$ cat config.mk
export PLATFORM = sky130hd
export DESIGN_NAME = utf8_stream_decoder_top
export DESIGN_NICKNAME = d
export VERILOG_FILES = /design/src/design/utf8sd_pkg.sv /design/src/design/utf8_stream_decoder_top.sv /design/src/design/utf8sd_decode.sv /design/src/design/utf8sd_emit.sv
export SDC_FILE = /design/constraint.sdc
export NUM_CORES = 1
export LEC_CHECK = 0
export BUFFER_PORTS_ARGS = -buffer_cell sky130_fd_sc_hd__buf_2
export CAP_MARGIN = 20
export CORE_AREA = 2 2 52 103
export CTS_BUF_LIST = sky130_fd_sc_hd__clkbuf_8
export DETAILED_ROUTE_END_ITERATION = 8
export DIE_AREA = 0 0 54 105
export PLACE_DENSITY = 0.79
export SKIP_LAST_GASP = 1
export SLEW_MARGIN = 20
export SYNTH_ARGS = -nofsm -noshare
export SYNTH_HDL_FRONTEND = slang
export SYNTH_SLANG_ARGS = --single-unit
$ cat constraint.sdc
create_clock -name clk -period 2.9 [get_ports clk]
set_input_delay 0.58 -clock clk [delete_from_list [all_inputs] [get_ports clk]]
set_output_delay 0.58 -clock clk [all_outputs]
set_load 0.01 [all_outputs]
$ cat src/design/utf8sd_pkg.sv
// ----------------------------------------------------------------------------
// utf8sd_pkg
// Shared types and constants of the UTF-8 stream decoder.
// ----------------------------------------------------------------------------
package utf8sd_pkg;

  localparam int unsigned CP_W = 21;
  localparam int unsigned CNT_W = 3;

  localparam logic [CP_W-1:0] REPLACEMENT_CP = 21'h00FFFD;
  localparam logic [CP_W-1:0] MAX_CP         = 21'h10FFFF;
  localparam logic [CP_W-1:0] SURR_LO        = 21'h00D800;
  localparam logic [CP_W-1:0] SURR_HI        = 21'h00DFFF;
  localparam logic [CP_W-1:0] MIN_CP_2B      = 21'h000080;
  localparam logic [CP_W-1:0] MIN_CP_3B      = 21'h000800;
  localparam logic [CP_W-1:0] MIN_CP_4B      = 21'h010000;

  // Results caused by one byte: every result but the last is a replacement
  // flagged as an error, so only the count and the last result are kept.
  typedef struct packed {
    logic [CNT_W-1:0] count;
    logic [CP_W-1:0]  last_cp;
    logic             last_err;
  } desc_t;

endpackage

$ cat src/design/utf8_stream_decoder_top.sv
// ----------------------------------------------------------------------------
// utf8_stream_decoder_top
// Streaming UTF-8 decoder that replaces malformed input with U+FFFD.
// ----------------------------------------------------------------------------
// Bytes enter an input register, are decoded in one pass against the pending
// sequence state, and land in a result register that hands out the code
// points. One byte is taken per clock cycle when the result register is free.
// A byte that causes k results holds the result register until all k have
// left (k is 0 to 4, at most 4 only on malformed input), and the input
// register lets one more byte in meanwhile.
module utf8_stream_decoder_top (
  input  logic                        clk,
  input  logic                        rst_n,
  input  logic                        in_valid,
  output logic                        in_ready,
  input  logic [7:0]                  in_text_byte,
  input  logic                        in_end_of_text,
  output logic                        out_valid,
  input  logic                        out_ready,
  output logic [utf8sd_pkg::CP_W-1:0] out_code_point,
  output logic                        out_is_error,
  output logic                        out_last_of_run
);

  logic              in_valid_r, in_valid_nxt;
  logic [7:0]        byte_r;
  logic              eot_r;
  logic              free;
  logic              advance;
  utf8sd_pkg::desc_t desc;

  // A byte moves to decode when the result register can take its results.
  assign advance  = in_valid_r && free;
  assign in_ready = !in_valid_r || advance;

  always_comb begin
    in_valid_nxt = in_valid_r;
    if (in_valid && in_ready) begin
      in_valid_nxt = 1'b1;
    end else if (advance) begin
      in_valid_nxt = 1'b0;
    end
  end

  // Input register for one transaction.
  always_ff @(posedge clk) begin
    if (!rst_n) begin
      in_valid_r <= 1'b0;
    end else begin
      in_valid_r <= in_valid_nxt;
    end
  end

  always_ff @(posedge clk) begin
    if (in_valid && in_ready) begin
      byte_r <= in_text_byte;
      eot_r  <= in_end_of_text;
    end
  end

  utf8sd_decode u_decode (
    .clk         (clk),
    .rst_n       (rst_n),
    .text_byte   (byte_r),
    .end_of_text (eot_r),
    .advance     (advance),
    .desc        (desc)
  );

  utf8sd_emit u_emit (
    .clk             (clk),
    .rst_n           (rst_n),
    .load            (advance),
    .desc            (desc),
    .free            (free),
    .out_valid       (out_valid),
    .out_ready       (out_ready),
    .out_code_point  (out_code_point),
    .out_is_error    (out_is_error),
    .out_last_of_run (out_last_of_run)
  );

endmodule

$ cat src/design/utf8sd_decode.sv
// ----------------------------------------------------------------------------
// utf8sd_decode
// Sequence state and single-pass decode of one byte into a result descriptor.
// ----------------------------------------------------------------------------
module utf8sd_decode (
  input  logic                clk,
  input  logic                rst_n,
  input  logic [7:0]          text_byte,
  input  logic                end_of_text,
  input  logic                advance,
  output utf8sd_pkg::desc_t   desc
);

  typedef struct packed {
    logic                        has_result;
    logic [utf8sd_pkg::CP_W-1:0] cp;
    logic                        err;
    logic                        start;
    logic [1:0]                  len;
    logic [utf8sd_pkg::CP_W-1:0] pay;
  } fresh_t;

  logic [utf8sd_pkg::CP_W-1:0] pay_r, pay_nxt;
  logic [1:0]                  len_r, len_nxt;
  logic [1:0]                  cs_r, cs_nxt;

  // Decode of a byte with nothing pending.
  function automatic fresh_t fresh_decode(input logic [7:0] b, input logic eot);
    fresh_t f;
    f.has_result = 1'b0;
    f.cp         = utf8sd_pkg::REPLACEMENT_CP;
    f.err        = 1'b1;
    f.start      = 1'b0;
    f.len        = 2'd0;
    f.pay        = '0;
    if (b[7] == 1'b0) begin
      f.has_result = 1'b1;
      f.cp         = {13'd0, b};
      f.err        = 1'b0;
    end else if (b[7:5] == 3'b110) begin
      f.start = 1'b1;
      f.len   = 2'd1;
      f.pay   = {16'd0, b[4:0]};
    end else if (b[7:4] == 4'b1110) begin
      f.start = 1'b1;
      f.len   = 2'd2;
      f.pay   = {17'd0, b[3:0]};
    end else if (b[7:3] == 5'b11110) begin
      f.start = 1'b1;
      f.len   = 2'd3;
      f.pay   = {18'd0, b[2:0]};
    end else begin
      f.has_result = 1'b1;
    end
    // A lead byte at end of text is an unfinished sequence.
    if (f.start && eot) begin
      f.has_result = 1'b1;
      f.start      = 1'b0;
      f.len        = 2'd0;
      f.pay        = '0;
    end
    return f;
  endfunction

  fresh_t                      fr;
  logic [utf8sd_pkg::CP_W-1:0] ext_pay;
  logic [2:0]                  ext_cs;
  logic [utf8sd_pkg::CP_W-1:0] lowest;
  logic                        bad_value;

  // Next state and result descriptor for the byte in the input register.
  always_comb begin
    fr        = fresh_decode(text_byte, end_of_text);
    ext_pay   = {pay_r[14:0], text_byte[5:0]};
    ext_cs    = {1'b0, cs_r} + 3'd1;
    case (len_r)
      2'd1:    lowest = utf8sd_pkg::MIN_CP_2B;
      2'd2:    lowest = utf8sd_pkg::MIN_CP_3B;
      default: lowest = utf8sd_pkg::MIN_CP_4B;
    endcase
    bad_value = (ext_pay < lowest) || (ext_pay > utf8sd_pkg::MAX_CP) ||
                ((ext_pay >= utf8sd_pkg::SURR_LO) && (ext_pay <= utf8sd_pkg::SURR_HI));

    desc.count    = '0;
    desc.last_cp  = utf8sd_pkg::REPLACEMENT_CP;
    desc.last_err = 1'b1;
    pay_nxt       = '0;
    len_nxt       = 2'd0;
    cs_nxt        = 2'd0;

    if (len_r == 2'd0) begin
      desc.count    = {2'd0, fr.has_result};
      desc.last_cp  = fr.cp;
      desc.last_err = fr.err;
      len_nxt       = fr.len;
      pay_nxt       = fr.pay;
    end else if (text_byte[7:6] != 2'b10) begin
      // Broken sequence: lead plus seen continuations, then a fresh decode.
      desc.count = {1'b0, cs_r} + 3'd1 + {2'd0, fr.has_result};
      if (fr.has_result) begin
        desc.last_cp  = fr.cp;
        desc.last_err = fr.err;
      end
      len_nxt = fr.len;
      pay_nxt = fr.pay;
    end else if (ext_cs >= {1'b0, len_r}) begin
      // Sequence complete.
      if (bad_value) begin
        desc.count = {1'b0, len_r} + 3'd1;
      end else begin
        desc.count    = 3'd1;
        desc.last_cp  = ext_pay;
        desc.last_err = 1'b0;
      end
    end else if (end_of_text) begin
      desc.count = 3'd1;
    end else begin
      len_nxt = len_r;
      pay_nxt = ext_pay;
      cs_nxt  = ext_cs[1:0];
    end

    if (end_of_text) begin
      len_nxt = 2'd0;
      pay_nxt = '0;
      cs_nxt  = 2'd0;
    end
  end

  // Sequence state registers.
  always_ff @(posedge clk) begin
    if (!rst_n) begin
      pay_r <= '0;
      len_r <= 2'd0;
      cs_r  <= 2'd0;
    end else if (advance) begin
      pay_r <= pay_nxt;
      len_r <= len_nxt;
      cs_r  <= cs_nxt;
    end
  end

  a_cs_below_len: assert property (@(posedge clk) disable iff (!rst_n)
    (len_r == 2'd0) ? (cs_r == 2'd0) : (cs_r < len_r))
    else $error("continuation count not below sequence length");

  a_idle_payload_clear: assert property (@(posedge clk) disable iff (!rst_n)
    (len_r == 2'd0) |-> (pay_r == '0))
    else $error("payload not clear with no sequence pending");

  a_eot_clears: assert property (@(posedge clk) disable iff (!rst_n)
    (advance && end_of_text) |=> (len_r == 2'd0))
    else $error("sequence still pending after end of text");

endmodule

$ cat src/design/utf8sd_emit.sv
// ----------------------------------------------------------------------------
// utf8sd_emit
// Result register that plays out the results of one descriptor in order.
// ----------------------------------------------------------------------------
module utf8sd_emit (
  input  logic                        clk,
  input  logic                        rst_n,
  input  logic                        load,
  input  utf8sd_pkg::desc_t           desc,
  output logic                        free,
  output logic                        out_valid,
  input  logic                        out_ready,
  output logic [utf8sd_pkg::CP_W-1:0] out_code_point,
  output logic                        out_is_error,
  output logic                        out_last_of_run
);

  logic [utf8sd_pkg::CNT_W-1:0] rem_r, rem_nxt;
  logic [utf8sd_pkg::CP_W-1:0]  last_cp_r;
  logic                         last_err_r;
  logic                         take;

  assign out_valid       = (rem_r != '0);
  assign out_last_of_run = (rem_r == 3'd1);
  assign take            = out_valid && out_ready;
  // The register can take a new descriptor once its final result leaves.
  assign free            = !out_valid || (take && out_last_of_run);

  // Earlier results of a run are always replacements.
  assign out_code_point = out_last_of_run ? last_cp_r : utf8sd_pkg::REPLACEMENT_CP;
  assign out_is_error   = out_last_of_run ? last_err_r : 1'b1;

  always_comb begin
    rem_nxt = rem_r;
    if (load && free) begin
      rem_nxt = desc.count;
    end else if (take) begin
      rem_nxt = rem_r - 3'd1;
    end
  end

  always_ff @(posedge clk) begin
    if (!rst_n) begin
      rem_r <= '0;
    end else begin
      rem_r <= rem_nxt;
    end
  end

  // Payload of the last result; no reset needed.
  always_ff @(posedge clk) begin
    if (load && free) begin
      last_cp_r  <= desc.last_cp;
      last_err_r <= desc.last_err;
    end
  end

  a_rem_range: assert property (@(posedge clk) disable iff (!rst_n)
    rem_r <= 3'd4)
    else $error("more than four results pending");

  a_early_is_replacement: assert property (@(posedge clk) disable iff (!rst_n)
    (out_valid && !out_last_of_run) |->
      (out_is_error && (out_code_point == utf8sd_pkg::REPLACEMENT_CP)))
    else $error("non-final result is not a replacement");

  a_run_continues: assert property (@(posedge clk) disable iff (!rst_n)
    (take && !out_last_of_run) |=> out_valid)
    else $error("result run ended early");

endmodule

* Yosys cells after proc, flatten, opt, wreduce, memory -nomap -nowiden
Index checks and enable logic that the tools add are counted. W data, S select, Z words.
Cells by class: equal/unequal tests 7, $lt $le $gt $ge 5, muxes and demuxes 38, reductions and logical operators 19, add/subtract/negate cells 4
Operators by type and width (count):
- $mux W24 | 4
- $mux W15 | 4
- $mux W25 | 2
- $mux W22 | 2
- $mux W17 | 2
- $pmux W17 S2 | 1
- $mux W23 | 1
- $ge A21 B16 Y1 const B | 1
- $gt A21 B21 Y1 const B | 1
- $le A21 B16 Y1 const B | 1
- $lt A21 B17 Y1 | 1
- $mux W21 | 1
- $mux W2 | 8
- $mux W3 | 4
- $mux W1 | 9
- $logic_and A1 B1 Y1 | 7
- $add A2 B1 Y3 const B | 2
- $eq A5 B5 Y1 const B | 1
- $eq A4 B4 Y1 const B | 1
- $logic_or A1 B1 Y1 | 4
- $reduce_bool A2 Y1 | 2
- $reduce_bool A4 Y1 | 1
- $add A3 B1 Y3 | 1
- $eq A3 B1 Y1 const B | 1
- other kinds (10) | 11
Storage, ports and cells: output and inout bits 25, word-level logic and storage cells 82, register bits after elaboration 54, input port bits 13

* Longest topological paths before layout
word-level depth 11, depth in mapped cells 9, mapped depth without buffers 8

* By module
From an unflattened synthesis, not the netlist that was laid out.
Second synthesis, totals: cells, all modules 256, area, all modules 2777.7 sq um
By module, submodules not included:
- utf8sd_decode | times used 1, cells an instance 161, seq. area each 380.4 sq um, area each 1385.1 sq um
- utf8sd_emit | times used 1, cells an instance 80, seq. area each 720.7 sq um, area each 1057.3 sq um
- utf8_stream_decoder_top | times used 1, cells an instance 15, seq. area each 290.3 sq um, area each 335.3 sq um

* Worst setup path after synthesis
OpenSTA, ideal clock, no wires.
path type reg-to-reg, start reg u_decode.cs_r[0], end reg u_emit.last_cp_r[12] (netlist name), data pin, required time 2.641 ns, data arrival time 2.085 ns, setup time 0.259 ns, period minus slack after synthesis 2.344 ns, path buffers 1, stages on the path, launching flop included 7, slack 0.556 ns, cell sequence dfxtp_1 inv_1 fa_1 o31ai_2 nand2_1 clkbuf_1 o31a_1
RTL lines:
- start: declaration | line utf8sd_decode.sv:25 | logic [1:0] cs_r, cs_nxt;
- start signal: assignment | line utf8sd_decode.sv:139 | cs_r <= cs_nxt;
- end signal: assignment | line utf8sd_emit.sv:53 | last_cp_r <= desc.last_cp;
- end: declaration | line utf8sd_emit.sv:19 | logic [utf8sd_pkg::CP_W-1:0] last_cp_r;

==> metrics.cfg <==
[power]
p_leak_nw=1.17
power_mw=2.07
power_density_nw_per_um2=658
vdd_ir_drop_max_v=0.000721

[grt]
grt_overflow=0
antenna_found_initial=0
grt_pass1_vias=2145
grt_pass1_wl_microns=9700
grt.total_usage=0.234
grt_max_degree=25

[detailed_routing]
drtIter0Drc=77
wirelength_microns=6150
via_per_inst=6.08
dr.pass1.iters=6
vias=2171
ant_nets=0
drcViolationCount=0
detail_route.wl_per_cell_microns=17.2

[cts]
cts_setup_buffers=0
cts_resized=0
cts.sink_count=54
hold_buffers=0
cts-root-buf=clkbuf_8
ctsLongestPathBuffers=2
h-tree-depth=2
tritoncts=done
cts_buffers=5
path_clk_slew_ps=100
clock_latency_ps=310

[critical_path]
criticalPathCategory=reg2reg
start_kind=flip-flop
path_max_fanout=16
critPathRequiredTime_ps=2970
end_kind=flip-flop
crit_arrival_ps=2490

[logic_synthesis]
yosysTopAreaCellShare=0.335
synth_edf_count=31
ys_warn_count=0
synthFlopType=edfxtp_1
netlist_area_sq_um=2780
yosys-top-cells-area=edfxtp_1 (34%), dfxtp_1 (17%), ha_1 (5.4%), nor2b_1 (5.0%), nand2b_1 (4.3%)
yosysUniqueCellTypes=51
syn_avg_cell_area_sq_um=10.6
synth.largest_area_cell=edfxtp_1
ys_ff_latch=54
async_flop_share=0
synth_cells=262
synth_seq_area_share=0.501
synth_fp_nets=289

[floorplan]
pin_count=38
start_util=0.571
fp.coreArea_sq_um=4860
die_w_microns=54
fp.dieArea_sq_um=5670
die_h_microns=105
placementRows=36

[timing]
tns_ps=0
finalMaxSlewViolations=0
setup_violations=0
fin_ws_ps=477
fmax_mhz=413
max_slew_margin=0.403
fin_crit_ps=2420
tightest_slew_ps=891
grt_setup_unrepaired=false
clock_skew_ps=4.18
post-route-period-util=0.836
hold_viol_final=0

[finish]
antennaDiodeCount=0
stdcell_count=357
nets=326
area_delta_synth_final_pct=13.2
layout-drive-gt1-share=0.203
fin_util=0.646

[run]
cap_violations=0

[place]
place.gp.congestion=1.01
dp_slack_ps=501
io_buffers=37
dpl.hpwl_microns=4590
placedCellCount=349

[min_path]
hold_class=in2reg

[outcome]
status=finished, final reports clean

[metal layers]
layer,wire (microns),global-route usage,vias up
met3,303,0.0300,22
met1,2010,0.226,1037
li1,-,-,1027
met5,0,0,-
met4,260,0.132,0
met2,3580,0.434,85
[cells in the final DEF, fill, tap and decap left out, types with 3 or more instances in the layout]
cell type,Yosys,layout
a21boi_0,4,4
clkbuf_8,0,5
nand2_1,10,10
a21oi_1,11,11
inv_1,10,10
o31a_1,9,9
and2_1,8,8
ha_1,12,12
o21ai_0,5,5
nand3_1,8,8
nor2b_1,22,22
edfxtp_1,31,31
nor3_1,3,3
buf_2,3,37
a22oi_1,15,15
dfxtp_1,23,23
nor2_1,16,16
and3_1,4,4
buf_4,0,8
nand2b_1,19,19
[state kept, by name, summed over array words and instances (netlist names)]
signal / count
u_emit.last_cp_r: 21
in_valid_r: 1
byte_r: 8
u_emit.last_err_r: 1
u_decode.pay_r: 15
u_decode.cs_r: 2
eot_r: 1
u_emit.rem_r: 3
u_decode.len_r: 2
[synth_stat cells (all sizes together), types with 2 or more instances]
master    n
a21boi    5
a21oi    11
a22oi    15
a31oi     2
and2      8
and3      4
buf       4
clkbuf   11
dfxtp    23
edfxtp   31
fa        2
ha       12
inv      11
mux2i     2
nand2    10
nand2b   19
nand3     8
nand4     2
nor2     16
nor2b    22
nor3      4
o2111a    2
o2111ai   2
o21ai     6
o31a      9
or4       2
[path summary, 6_finish.rpt]
path	start	end	slack, ps	cells past startpoint
worst min-delay path	in_end_of_text	eot_r	440	1
worst min register to register	u_decode.pay_r[3]	u_decode.pay_r[3]	510	2
worst max-delay path	u_decode.cs_r[0]	u_emit.last_cp_r[6]	480	5
worst max register to register	u_decode.cs_r[0]	u_emit.last_cp_r[6]	480	5
[through the flow]
step                hold slack, ps  area [sq um]
floorplan                      462          2780
global placement               496          3030
detailed placement             495          3030
CTS                            435          3140
global route                   430          3140
finish                         440          3140
[kinds of logic (layout without fill, tap and decap cells)]
family	count (synthesis)	after routing	share of synthesized area
multiplexers	2	2	0.00721
flip-flops	54	54	0.501
AND/OR/NAND/NOR	102	102	0.212
AO/OA/AOI/OAI	63	63	0.169
XOR/XNOR	1	1	0.00315
adder cells (fa/ha/maj)	14	14	0.0685
buffers and inverters	26	64	0.0392
[critical path, stage by stage (launching register included)]
cell and delay (ps):
dfxtp_1 430, inv_1 130, fa_1 510, o31ai_2 280, nand2_1 390, o32a_1 450
[layout make-up]
| cell class | instances | area [sq um] |
|---|---|---|
| Clock buffer | 5 | 68.8 |
| Tap cell | 57 | 71.3 |
| Inverter | 11 | 41.3 |
| Sequential cell | 54 | 1390 |
| Fill cell | 408 | 1720 |
| Multi-Input combinational cell | 182 | 1280 |
| Timing Repair Buffer | 45 | 245 |
| Clock inverter | 3 | 47.5 |
[where the power goes]
group,internal (mW),switching [mW]
Clock,0.262,0.253
Combinational,0.230,0.356
Sequential,0.918,0.0478
No activity file was read; power rests on OpenSTA's default activity.
